==> config.mk <==
export PLATFORM = sky130hd
export DESIGN_NAME = kiss_frame_encoder_crc16_unit
export DESIGN_NICKNAME = d
export VERILOG_FILES = /design/src/design/kfe_pkg.sv /design/src/design/kiss_frame_encoder_crc16_unit.sv /design/src/design/kfe_front.sv /design/src/design/kfe_queue.sv /design/src/design/kfe_back.sv
export SDC_FILE = /design/constraint.sdc
export NUM_CORES = 1
export LEC_CHECK = 0
export BUFFER_PORTS_ARGS = -buffer_cell sky130_fd_sc_hd__buf_2
export CAP_MARGIN = 5
export CORE_AREA = 3 3 109 111
export DETAILED_ROUTE_END_ITERATION = 6
export DIE_AREA = 0 0 112 114
export GPL_ROUTABILITY_DRIVEN = 0
export PLACE_DENSITY_LB_ADDON = 0.25
export SYNTH_ARGS = -nofsm -noshare
export SYNTH_HDL_FRONTEND = slang
export SYNTH_HIERARCHICAL = 1
export SYNTH_SLANG_ARGS = --single-unit
==> constraint.sdc <==
create_clock -name clk -period 4.1 [get_ports clk]
set_input_delay 1.23 -clock clk [delete_from_list [all_inputs] [get_ports clk]]
set_output_delay 1.23 -clock clk [all_outputs]
set_load 0.005 [all_outputs]
==> src/design/kfe_pkg.sv <==
// ----------------------------------------------------------------------------
// kfe_pkg: shared types and constants of the KISS frame encoder
// Holds the transaction payload types, the KISS framing codes and the
// CRC-16/CCITT-FALSE byte update.
// ----------------------------------------------------------------------------
package kfe_pkg;

    localparam logic [7:0]  KISS_FEND  = 8'hC0;
    localparam logic [7:0]  KISS_FESC  = 8'hDB;
    localparam logic [7:0]  KISS_TFEND = 8'hDC;
    localparam logic [7:0]  KISS_TFESC = 8'hDD;
    localparam logic [15:0] CRC_POLY   = 16'h1021;
    localparam logic [15:0] CRC_INIT   = 16'hFFFF;

    typedef struct packed {
        logic [7:0] in_byte;
        logic       in_last;
    } in_item_t;

    typedef struct packed {
        logic [7:0] out_byte;
        logic       out_last;
    } out_item_t;

    // One classified payload byte as handed from the front to the back.
    typedef struct packed {
        logic [7:0]  data_byte;
        logic        first;
        logic        last;
        logic [15:0] crc;
    } queue_entry_t;

    function automatic logic [15:0] crc_feed(input logic [15:0] crc, input logic [7:0] b);
        logic [15:0] c;
        c = crc ^ {b, 8'h00};
        for (int k = 0; k < 8; k++)
        begin
            if (c[15])
            begin
                c = {c[14:0], 1'b0} ^ CRC_POLY;
            end
            else
            begin
                c = {c[14:0], 1'b0};
            end
        end
        return c;
    endfunction

endpackage

==> src/design/kiss_frame_encoder_crc16_unit.sv <==
// ----------------------------------------------------------------------------
// kiss_frame_encoder_crc16_unit: KISS framer with CRC-16/CCITT-FALSE trailer
// Top level: front classifier, entry queue and output sequencer.
// ----------------------------------------------------------------------------
// Usage:
//   Input channel (push/full/data): one payload byte per transaction, with
//   in_last set on the final byte of a frame. Every frame has at least one byte.
//   Result channel (empty/pop/result): the framed stream, one byte per
//   transaction; out_last marks the closing FEND of each frame.
//   An item passes through the queue and then the output register on its
//   way to the result port. Throughput: the output sequencer emits one byte
//   per cycle while the receiver does not stall. A payload byte gives one
//   output byte, or two when it is escaped. The first byte of a frame adds
//   the opening FEND; the last adds the escaped CRC bytes and the closing
//   FEND. The sequencer sets this rate.
//   Reset clears the frame state, the CRC, the queue and the output valid flag;
//   the result channel shows empty until the next accepted byte.
//   When the receiver stalls, the waiting result holds, the sequencer stops,
//   the queue of QUEUE_DEPTH entries fills, and full rises.
// ----------------------------------------------------------------------------
module kiss_frame_encoder_crc16_unit
#(
    parameter int QUEUE_DEPTH = 4
)
(
    input  logic               clk,
    input  logic               rst_n,
    input  logic               push,
    output logic               full,
    input  kfe_pkg::in_item_t  data,
    output logic               empty,
    input  logic               pop,
    output kfe_pkg::out_item_t result
);

    logic                  q_push;
    logic                  q_pop;
    logic                  q_full;
    logic                  q_empty;
    kfe_pkg::queue_entry_t q_entry;
    kfe_pkg::queue_entry_t q_head;

    assign full = q_full;

    kfe_front u_front
    (
        .clk     (clk),
        .rst_n   (rst_n),
        .push    (push),
        .data    (data),
        .q_full  (q_full),
        .q_push  (q_push),
        .q_entry (q_entry)
    );

    kfe_queue
    #(
        .DEPTH (QUEUE_DEPTH)
    )
    u_queue
    (
        .clk      (clk),
        .rst_n    (rst_n),
        .wr_en    (q_push),
        .wr_entry (q_entry),
        .rd_en    (q_pop),
        .head     (q_head),
        .full     (q_full),
        .empty    (q_empty)
    );

    kfe_back u_back
    (
        .clk     (clk),
        .rst_n   (rst_n),
        .head    (q_head),
        .q_empty (q_empty),
        .q_pop   (q_pop),
        .pop     (pop),
        .empty   (empty),
        .result  (result)
    );

endmodule

==> src/design/kfe_front.sv <==
// ----------------------------------------------------------------------------
// kfe_front: input side of the KISS frame encoder
// Accepts payload bytes, tracks frame boundaries and the running CRC, and
// writes one classified entry per byte into the queue.
// ----------------------------------------------------------------------------
module kfe_front
(
    input  logic                  clk,
    input  logic                  rst_n,
    input  logic                  push,
    input  kfe_pkg::in_item_t     data,
    input  logic                  q_full,
    output logic                  q_push,
    output kfe_pkg::queue_entry_t q_entry
);

    logic [15:0] crc_reg;
    logic [15:0] crc_next;
    logic        inside_reg;
    logic        inside_next;
    logic [15:0] crc_start;

    assign q_push    = push && !q_full;
    // A frame's first byte starts from the initial value, not the stored CRC.
    assign crc_start = inside_reg ? crc_reg : kfe_pkg::CRC_INIT;

    always_comb
    begin
        q_entry.data_byte = data.in_byte;
        q_entry.first     = !inside_reg;
        q_entry.last      = data.in_last;
        q_entry.crc       = kfe_pkg::crc_feed(crc_start, data.in_byte);
        crc_next          = crc_reg;
        inside_next       = inside_reg;
        if (q_push)
        begin
            crc_next    = q_entry.crc;
            inside_next = !data.in_last;
        end
    end

    always_ff @(posedge clk or negedge rst_n)
    begin
        if (!rst_n)
        begin
            crc_reg    <= kfe_pkg::CRC_INIT;
            inside_reg <= 1'b0;
        end
        else
        begin
            crc_reg    <= crc_next;
            inside_reg <= inside_next;
        end
    end

endmodule

==> src/design/kfe_queue.sv <==
// ----------------------------------------------------------------------------
// kfe_queue: short queue between the front and back of the encoder
// A small register FIFO; the head entry is visible while not empty.
// ----------------------------------------------------------------------------
module kfe_queue
#(
    parameter int DEPTH = 4
)
(
    input  logic                  clk,
    input  logic                  rst_n,
    input  logic                  wr_en,
    input  kfe_pkg::queue_entry_t wr_entry,
    input  logic                  rd_en,
    output kfe_pkg::queue_entry_t head,
    output logic                  full,
    output logic                  empty
);

    localparam int AW = (DEPTH > 1) ? $clog2(DEPTH) : 1;
    localparam int CW = $clog2(DEPTH + 1);

    kfe_pkg::queue_entry_t mem_reg [DEPTH];
    logic [AW-1:0] wr_ptr_reg;
    logic [AW-1:0] wr_ptr_next;
    logic [AW-1:0] rd_ptr_reg;
    logic [AW-1:0] rd_ptr_next;
    logic [CW-1:0] count_reg;
    logic [CW-1:0] count_next;

    assign full  = (count_reg == CW'(DEPTH));
    assign empty = (count_reg == '0);
    assign head  = mem_reg[rd_ptr_reg];

    always_comb
    begin
        wr_ptr_next = wr_ptr_reg;
        rd_ptr_next = rd_ptr_reg;
        count_next  = count_reg;
        if (wr_en)
        begin
            wr_ptr_next = (wr_ptr_reg == AW'(DEPTH - 1)) ? '0 : wr_ptr_reg + 1'b1;
        end
        if (rd_en)
        begin
            rd_ptr_next = (rd_ptr_reg == AW'(DEPTH - 1)) ? '0 : rd_ptr_reg + 1'b1;
        end
        if (wr_en && !rd_en)
        begin
            count_next = count_reg + 1'b1;
        end
        else if (rd_en && !wr_en)
        begin
            count_next = count_reg - 1'b1;
        end
    end

    always_ff @(posedge clk)
    begin
        if (wr_en)
        begin
            mem_reg[wr_ptr_reg] <= wr_entry;
        end
    end

    always_ff @(posedge clk or negedge rst_n)
    begin
        if (!rst_n)
        begin
            wr_ptr_reg <= '0;
            rd_ptr_reg <= '0;
            count_reg  <= '0;
        end
        else
        begin
            wr_ptr_reg <= wr_ptr_next;
            rd_ptr_reg <= rd_ptr_next;
            count_reg  <= count_next;
        end
    end

endmodule

==> src/design/kfe_back.sv <==
// ----------------------------------------------------------------------------
// kfe_back: output side of the KISS frame encoder
// Walks the head queue entry through opening FEND (first byte only), escaped
// payload byte, escaped CRC bytes and closing FEND (last byte only), one output
// byte per cycle while the output register is free or drained, into a register.
// ----------------------------------------------------------------------------
module kfe_back
(
    input  logic                  clk,
    input  logic                  rst_n,
    input  kfe_pkg::queue_entry_t head,
    input  logic                  q_empty,
    output logic                  q_pop,
    input  logic                  pop,
    output logic                  empty,
    output kfe_pkg::out_item_t    result
);

    typedef enum logic [3:0] {
        ST_START = 4'b0001,
        ST_DATA  = 4'b0010,
        ST_ESC   = 4'b0100,
        ST_CLOSE = 4'b1000
    } back_state_t;

    typedef enum logic [1:0] {
        SEL_DATA   = 2'd0,
        SEL_CRC_LO = 2'd1,
        SEL_CRC_HI = 2'd2
    } value_sel_t;

    back_state_t        state_reg;
    back_state_t        state_next;
    value_sel_t         sel_reg;
    value_sel_t         sel_next;
    logic               out_valid_reg;
    logic               out_valid_next;
    kfe_pkg::out_item_t out_reg;
    kfe_pkg::out_item_t out_next;

    logic       advance;
    logic       fire;
    logic       value_done;
    logic [7:0] cur_value;
    logic       needs_esc;
    logic [7:0] esc_code;
    logic [7:0] emit_byte;
    logic       emit_last;

    assign empty   = !out_valid_reg;
    assign result  = out_reg;
    // The output register takes a new byte whenever it is free or being drained.
    assign advance = !out_valid_reg || pop;
    assign fire    = advance && !q_empty;

    always_comb
    begin
        case (sel_reg)
            SEL_DATA:   cur_value = head.data_byte;
            SEL_CRC_LO: cur_value = head.crc[7:0];
            SEL_CRC_HI: cur_value = head.crc[15:8];
            default:    cur_value = head.data_byte;
        endcase
    end

    assign needs_esc = (cur_value == kfe_pkg::KISS_FEND) || (cur_value == kfe_pkg::KISS_FESC);
    assign esc_code  = (cur_value == kfe_pkg::KISS_FEND) ? kfe_pkg::KISS_TFEND
                                                          : kfe_pkg::KISS_TFESC;

    always_comb
    begin
        state_next = state_reg;
        sel_next   = sel_reg;
        q_pop      = 1'b0;
        value_done = 1'b0;
        emit_byte  = cur_value;
        emit_last  = 1'b0;
        if (fire)
        begin
            case (state_reg)
                ST_START:
                begin
                    if (head.first)
                    begin
                        emit_byte  = kfe_pkg::KISS_FEND;
                        state_next = ST_DATA;
                    end
                    else if (needs_esc)
                    begin
                        emit_byte  = kfe_pkg::KISS_FESC;
                        state_next = ST_ESC;
                    end
                    else
                    begin
                        value_done = 1'b1;
                    end
                end
                ST_DATA:
                begin
                    if (needs_esc)
                    begin
                        emit_byte  = kfe_pkg::KISS_FESC;
                        state_next = ST_ESC;
                    end
                    else
                    begin
                        value_done = 1'b1;
                    end
                end
                ST_ESC:
                begin
                    emit_byte  = esc_code;
                    value_done = 1'b1;
                end
                ST_CLOSE:
                begin
                    emit_byte  = kfe_pkg::KISS_FEND;
                    emit_last  = 1'b1;
                    q_pop      = 1'b1;
                    state_next = ST_START;
                    sel_next   = SEL_DATA;
                end
                default:
                begin
                    state_next = ST_START;
                    sel_next   = SEL_DATA;
                end
            endcase

            if (value_done)
            begin
                case (sel_reg)
                    SEL_DATA:
                    begin
                        if (head.last)
                        begin
                            sel_next   = SEL_CRC_LO;
                            state_next = ST_DATA;
                        end
                        else
                        begin
                            q_pop      = 1'b1;
                            state_next = ST_START;
                        end
                    end
                    SEL_CRC_LO:
                    begin
                        sel_next   = SEL_CRC_HI;
                        state_next = ST_DATA;
                    end
                    SEL_CRC_HI:
                    begin
                        state_next = ST_CLOSE;
                    end
                    default:
                    begin
                        sel_next   = SEL_DATA;
                        state_next = ST_START;
                    end
                endcase
            end
        end
    end

    always_comb
    begin
        out_valid_next = out_valid_reg;
        out_next       = out_reg;
        if (advance)
        begin
            out_valid_next    = fire;
            out_next.out_byte = emit_byte;
            out_next.out_last = emit_last;
        end
    end

    always_ff @(posedge clk)
    begin
        out_reg <= out_next;
    end

    always_ff @(posedge clk or negedge rst_n)
    begin
        if (!rst_n)
        begin
            state_reg     <= ST_START;
            sel_reg       <= SEL_DATA;
            out_valid_reg <= 1'b0;
        end
        else
        begin
            state_reg     <= state_next;
            sel_reg       <= sel_next;
            out_valid_reg <= out_valid_next;
        end
    end

endmodule

==> results of run 1 <==
[cell families after synthesis]
kind of cell	synth area share
compound gates	0.0700
xor+xnor	0.0601
fa+ha+maj	0.0232
buf+inv	0.0442
flops	0.617
mux	0.120
simple gates	0.0654
[synthesized netlist by cell type, types with 3 or more instances]
cell type                    n  area (µm²)
sky130_fd_sc_hd__a21oi_1    10        50.1
sky130_fd_sc_hd__a22o_2      7        70.1
sky130_fd_sc_hd__and2_1      6        37.5
sky130_fd_sc_hd__buf_2       7        35.0
sky130_fd_sc_hd__buf_4      12        90.1
sky130_fd_sc_hd__buf_6       5        56.3
sky130_fd_sc_hd__clkbuf_1    3        11.3
sky130_fd_sc_hd__dfrtp_1    14         350
sky130_fd_sc_hd__dfstp_2    17         447
sky130_fd_sc_hd__edfxtp_1  113        3390
sky130_fd_sc_hd__ha_1       11         138
sky130_fd_sc_hd__inv_1      18        67.6
sky130_fd_sc_hd__mux2_2      8        90.1
sky130_fd_sc_hd__mux2i_1     8        80.1
sky130_fd_sc_hd__mux4_1      8         210
sky130_fd_sc_hd__mux4_2     18         405
sky130_fd_sc_hd__nand2_1    32         120
sky130_fd_sc_hd__nand2b_1    7        43.8
sky130_fd_sc_hd__nand3_1     4        20.0
sky130_fd_sc_hd__nor2_1     21        78.8
sky130_fd_sc_hd__nor2b_1     7        43.8
sky130_fd_sc_hd__nor3_1      5        25.0
sky130_fd_sc_hd__o21a_1      3        22.5
sky130_fd_sc_hd__o21ai_0    15        75.1
sky130_fd_sc_hd__o21ai_1     3        15.0
sky130_fd_sc_hd__xnor2_1    15         131
sky130_fd_sc_hd__xor2_1     20         175
[report_power, final]
group	internal (mW)	total [mW]	switching (mW)
combinational	1.06	2.38	1.32
sequential	2.28	2.54	0.257
clock	0.998	1.59	0.592
total	4.34	6.51	2.17
[how the worst min path moves through the flow]
stage                              end  slack, ns
finish              u_front/crc_reg[4]       0.47
global route        u_front/crc_reg[4]       0.49
CTS                 u_front/crc_reg[4]       0.47
detailed placement  u_front/crc_reg[4]       0.46
global placement    u_front/crc_reg[4]       0.46
floorplan           u_front/crc_reg[4]       0.45
[per-layer routing]
metal | vias up | track usage | wire [µm]
li1 | 1707 | - | -
met3 | 22 | 0.0515 | 551
met2 | 85 | 0.339 | 6420
met4 | 0 | 0.0946 | 268
met5 | - | 0 | 0
met1 | 1878 | 0.287 | 5610
[stage by stage]
stage	power [mW]	area, µm²	hold slack, ns	utilization
after global placement	4.81	6930	0.457	0.636
after CTS	6.54	7550	0.470	0.694
final	6.51	7550	0.466	0.694
after floorplan	4.38	6790	0.446	-
after global routing	6.87	7550	0.490	0.694
after detailed placement	4.91	6930	0.455	0.636
[layout make-up]
cell class                      count  area [µm²]
Clock buffer                       23         510
Clock inverter                      9         115
Fill cell                         696        3340
Inverter                           18        67.6
Multi-Input combinational cell    255        2300
Sequential cell                   144        4190
Tap cell                          140         175
Timing Repair Buffer               32         195
[critical path: stages (launching register included)]
cell and delay [ns]:
sky130_fd_sc_hd__dfrtp_1 0.37, sky130_fd_sc_hd__buf_12 0.23, sky130_fd_sc_hd__mux4_1 0.59, sky130_fd_sc_hd__a22o_2 0.25, sky130_fd_sc_hd__mux2i_1 0.27, sky130_fd_sc_hd__nand4_1 0.17, sky130_fd_sc_hd__a21o_1 0.28, sky130_fd_sc_hd__a21o_4 0.25
sky130_fd_sc_hd__nand2_1 0.06, sky130_fd_sc_hd__a21oi_1 0.10, sky130_fd_sc_hd__inv_1 0.10, sky130_fd_sc_hd__ha_1 0.21, sky130_fd_sc_hd__inv_1 0.07, sky130_fd_sc_hd__fa_1 0.37, sky130_fd_sc_hd__xor2_1 0.15, sky130_fd_sc_hd__nor2_1 0.12
sky130_fd_sc_hd__xor2_1 0.15
==> metrics list, run 1 <==
- The count of nets left with antenna violations once routing finished came out at 0.
- Counting every net in the synthesized netlist gives 471.
- After synthesis the netlist holds a flip-flop and latch count of 144.
- Yosys printed 6 warnings.
- In the synthesized netlist the async set-or-reset flop fraction comes to 0.215.
- Reg-to-Reg Start: u_queue/rd_ptr_reg[0]
- Average detailed-routed wire length per instance: a little over 20 µm
- Slew at the pin closest to its max-slew limit: 0.756 ns
- Top library cells by usage in the layout, fill and taps aside: sky130_fd_sc_hd__edfxtp_1 (113), sky130_fd_sc_hd__nand2_1 (32), sky130_fd_sc_hd__buf_2 (23)
- Maximum number of pins on one net before global-route repair: 32
- The clock period could shrink to 3.84 ns.
- Core area: 10900 µm²
* GRT Resource Usage Total: 0.214
- Including well taps, the total number of placed cells is 589.
- CTS tree: yes
- Post-Place Setup Slack: 0.343 ns
- Synthesis produced a netlist whose cell count is 446.
* Vias/cell: ~6
- The pre-antenna-repair detailed-routing pass consisted of 5 iterations.
- Power spread over the standard cell area amounts to 862 nW/µm².
- Number of cells on the worst hold path: 2
- Counting distinct cell types in the post-synthesis netlist gives 64.
* RSZ-0062 raised after global routing: no
- Counting the buffers created by CTS gives 17.
- Across all layers, the routed design uses 3692 vias.
- Number of antenna cells inserted: 0
- Number of global-route vias before repair: 3678
- Mapped cell area: 6790 µm²
- Across the VDD grid, the largest voltage drop is 0.000394 V.
* Total number of nets in the final design: between 400 and 500
- Setup TNS: 0 ns
- Of the cells placed in the final design, the portion with a size suffix greater than 1 is 0.252.
- Once detailed placement completed, the half-perimeter wirelength came to between 7000 and 8000 µm.
- Clock transition at the registers of the reported paths: 0.06 ns
- The floorplan has 38 rows.
- Number of synthesized flops with an enable pin: 113
- Starting utilization of the core area: 0.624
* Part of the Yosys area used for sequential elements: 0.617
- Post-CTS setup-driven buffer insertion count: 0
- For this design the static power due to leakage is 2.82 nW.
- For the worst setup path, the data required time is about 4.6 ns.
- Setup violations remaining at the end of the flow were counted as 0.
- Worst-case clock buffer depth: 2
- Clock Root Buffer: sky130_fd_sc_hd__clkbuf_8
- The first global-routing pass estimated 20100 µm of wire.
- For the worst setup path, the data arrival time is 4.29 ns.
- The register with the most flip-flops in the layout has ~100 of them.
- Avg Inst Size Synth: about 15 µm²
- Remaining global-route overflow: 0
* Width of the chip: 112 µm
- Highest attainable clock frequency: around 260 MHz
* Number of max-cap violations: 0
* Final Worst Setup Slack: 0.259 ns
- Terminus of the critical flop-to-flop path: u_queue/count_reg[2]
- Ports: 24
- Post-cts gate resize count: 0
- DR DRC count: 0
- The initial antenna violation count is 0.
- Clock skew: approximately 0.0099 ns
* Die ar.: between 10000 and 15000 µm²
- The final count of pins violating max slew is 0.
- For this block, the initial DRC count from the detailed router was 478.
- Final wirelength: roughly 13000 µm
- Element type at the critical path end: register
- Critical path launch point: u_queue/rd_ptr_reg[0]
- Start-to-end type of the worst setup path: reg2reg
* Type of the worst min-delay path: reg2reg
- Most frequent standard cell in the layout excluding fill and tap cells: sky130_fd_sc_hd__edfxtp_1
- The flow ran to the end, and the final reports show no timing, DRC or antenna violations.
* Floorplan die height: 114 µm
- The final count of hold timing violations is 0.
* Number of clock sinks seen by CTS: roughly 140
- Dividing the final minimum period by the clock period gives 0.937.
- Hold-fix buffers at CTS: 0
* Area grow syn2layout: 11.2%
- FF-to-FF path depth: 16
* Commonest register cell after synthesis: sky130_fd_sc_hd__edfxtp_1
- Across all register-to-register paths, the minimum setup slack is 0.26 ns.
- The worst setup path is launched from a register.
* Worst setup path end: u_queue/count_reg[2]
- Clock latency at the later pin of the worst-skew pair: 0.53 ns
- Leaving out filler cells and counting taps, the final layout contains 621.
* CP max FO: 29
* Startpoint of the lowest-slack hold path: u_front/crc_reg[4]
- The H-tree generated during clock tree synthesis spans 4 levels.
- Count of input and output buffers: 23
- The worst pin sits at a relative slew slack of 0.496.
No activity file was read; power rests on OpenSTA's default activity.
==> inputs of run 2 (changes only) <==
--- a/config.mk
+++ b/config.mk
@@ -5,11 +5,11 @@
 export SDC_FILE = /design/constraint.sdc
 export NUM_CORES = 1
 export LEC_CHECK = 0
-export BUFFER_PORTS_ARGS = -buffer_cell sky130_fd_sc_hd__buf_2
 export CAP_MARGIN = 5
 export CORE_AREA = 3 3 109 111
 export DETAILED_ROUTE_END_ITERATION = 6
 export DIE_AREA = 0 0 112 114
+export DONT_BUFFER_PORTS = 1
 export GPL_ROUTABILITY_DRIVEN = 0
 export PLACE_DENSITY_LB_ADDON = 0.25
 export SYNTH_ARGS = -nofsm -noshare
==> run 2 against run 1 <==
  * Sequential power is essentially flat
  * Worst setup slack improved by 0.059 ns
  * Clock power decreased by 9%
  * Core utilization decreased by 1.5 points
  * Cell count shrank 3.7%
  * Die area did not move
  * Clock-buffer cell count down 6
==> metrics list, run 2 (same netlist as run 1, synthesis figures left out) <==
- Result of the run: completed
- Crit path DAT: 4.18 ns (-0.11 ns)
- Most frequent standard cell in the layout excluding fill and tap cells: sky130_fd_sc_hd__edfxtp_1
* Highest attainable clock frequency: 264 MHz (+1.6%)
* Crit path required time: 4.50 ns (-0.05 ns)
- The clock-pin slew on the worst setup and hold paths is 0.06 ns (about the same).
* Start-to-end type of the worst setup path: reg2reg
- Floorplan die height: 114 µm (unchanged)
* Total number of nets in the final design: 471 (-4.5%)
- Worst-case clock buffer depth: 2 (unchanged)
- Setup TNS: 0 ns (unchanged)
* Maximum number of pins on one net before global-route repair: 32 (unchanged)
* DR DRC count: 0 (unchanged)
- The die area came to 12800 µm² (unchanged).
- The final worst clock skew came to 0.00918 ns (-0.000723 ns).
- Number of antenna cells inserted: 0 (unchanged)
- The top fanout value on the critical path is 29 (unchanged).
- The worst relative slew slack is 0.512 (+0.0160).
- The count of maximum capacitance violations came to 0 (unchanged).
* Average detailed-routed wire length per instance: 20.3 µm (-1.8%)
- Critical Path Start Type: register
* Critical path's largest stage delay: 0.58 ns (about the same)
- Number of clock sinks seen by CTS: 144 (unchanged)
* # placed instances: 567 (-3.7%)
* Count of input and output buffers: 0 (-100%)
- The routed wire length came to 12200 µm (-5.4%).
- Number of clock buffers inserted by TritonCTS: 17 (unchanged)
* Global-route wire length before repair: 20000 µm (-0.59%)
* Ports: 24 (unchanged)
- Among all stages on the critical path, the largest delay is contributed by sky130_fd_sc_hd__mux4_1.
- The share of final-layout standard cells stronger than drive strength 1 is 0.210 (-0.0420).
- Starting utilization of the core area: 0.624 (unchanged)
* Most prevalent standard cell on the critical path: sky130_fd_sc_hd__inv_1
* Vias/cell: 5.97 (+0.39%)
- The placement-stage cell area came to 6820 µm² (-1.6%).
- Maximum ir drop on the vdd rail: 0.000402 V (+2.2%)
- Post-CTS setup-driven buffer insertion count: 0 (unchanged)
* Power Dens Cells: 853 nW/µm² (-0.97%)
- The part of the cycle the worst path needs was 0.922 (-0.0144).
- First-pass DRT Iterations: 4 (-1)
- The tree is rooted in a sky130_fd_sc_hd__clkbuf_8.
- Clock latency at the later pin of the worst-skew pair: 0.51 ns (-0.02 ns)
* Post-cts gate resize count: 0 (unchanged)
* Total non-filler cell area in the finished layout: 7390 µm² (-2.2%)
- RSZ-0062 raised after global routing: no
- The number of rows in the core area is 38 (unchanged).
- Top library cells by usage in the layout, fill and taps aside: sky130_fd_sc_hd__edfxtp_1 (113), sky130_fd_sc_hd__nand2_1 (32), sky130_fd_sc_hd__nor2_1 (21)
* Element type at the critical path end: register
- The total routing usage reported by global routing was 0.209 (-0.00497).
- The final count of hold timing violations was 0 (unchanged).
* Max FFs per register: 104 (unchanged)
- Number of global-route vias before repair: 3655 (-0.63%)
- Type of the worst min-delay path: in2async
- Area grow syn2layout: 8.79%
* Dpl hpwl: 8010 µm (+2.6%)
- The initial antenna violation count came to 0 (unchanged).
* Hold-fix buffers at CTS: 0 (unchanged)
* CTS tree: yes
* Final instance count without filler cells: 598 (-3.7%)
- The H-tree depth was 4 (unchanged).
* Pins over their slew limit: 0 (unchanged)
- Final critical delay including setup and external delays: 3.78 ns (-0.0589 ns)
- Iteration-0 DRC Markers: 259 (-46%)
* Number of setup violations in the final report: 0 (unchanged)
* Vias: 3569 (-3.3%)
* Slew at the pin closest to its max-slew limit: 0.732 ns (-0.0240 ns)
- The overall die width came to 112 µm (unchanged).
- Antenna viol nets, final: 0 (unchanged)
- The total global routing overflow came to 0 (unchanged).
- Walking the worst path, the cells encountered are buf_12 -> mux4_1 -> a22o_2 -> mux2i_2 -> or4_1 -> a21o_1 -> a21o_4 -> nand2_1 -> a21oi_1 -> inv_1 -> ha_1 -> inv_1 -> fa_1 -> mux2_2.
- Standby leakage power: 2.70 nW (-4.2%)
- The area of the core region came to 10900 µm² (unchanged).
## run 2: per-stage QoR
stage	power [mW]	util	hold slack (ns)	setup slack, ns
6_report	6.30	0.678	0.411	0.318
5_1_grt	6.72	0.678	0.370	0.0368
4_1_cts	6.35	0.678	0.381	0.248
3_5_place_dp	4.88	0.626	0.464	0.268
3_3_place_gp	4.76	0.626	0.456	0.413
2_1_floorplan	4.38	-	0.446	0.686
## run 2: worst paths after layout
| kind | slack [ns] | startpoint | endpoint | cells after the start |
|---|---|---|---|---|
| max in group asynchronous | 3.52 | rst_n | u_back/state_reg[0] | 0 |
| hold reg to reg | 0.47 | u_front/crc_reg[4] | u_front/crc_reg[4] | 2 |
| setup / recovery | 0.32 | u_queue/rd_ptr_reg[0] | u_queue/count_reg[1] | 14 |
| setup reg to reg | 0.32 | u_queue/rd_ptr_reg[0] | u_queue/count_reg[1] | 14 |
| min in group clk | 0.47 | u_front/crc_reg[4] | u_front/crc_reg[4] | 2 |
| hold / removal | 0.41 | rst_n | u_queue/wr_ptr_reg[0] | 0 |
## run 2: power by group
group	internal, mW	total [mW]	leakage [nW]	switching, mW
registers	2.28	2.54	1.39	0.261
logic	1.03	2.31	1.03	1.28
clock network	0.909	1.45	0.275	0.542
total	4.22	6.30	2.70	2.08
## run 2: cell type report
class / count / area [µm²]
flip-flops and latches: 144 / 4190
fillers: 715 / 3500
multi-input cells: 255 / 2300
clock buffers: 17 / 414
well taps: 140 / 175
clock inverters: 14 / 149
repair buffers: 10 / 87.6
inverters: 18 / 67.6
## run 2: worst max-delay path, delay by kind of cell (launching register included)
kind	cells	cell delay, ns
mux	3	1.09
compound gates	4	0.95
fa+ha+maj	2	0.61
buf+inv	3	0.40
flops	1	0.37
simple gates	2	0.24
## run 2: metal layers
metal	vias up	GRT usage	part of all wire
met5	-	0	0
li1	1672	-	-
met1	1797	0.286	0.44
met3	8	0.0658	0.049
met4	0	0.0601	0.0056
met2	92	0.330	0.50
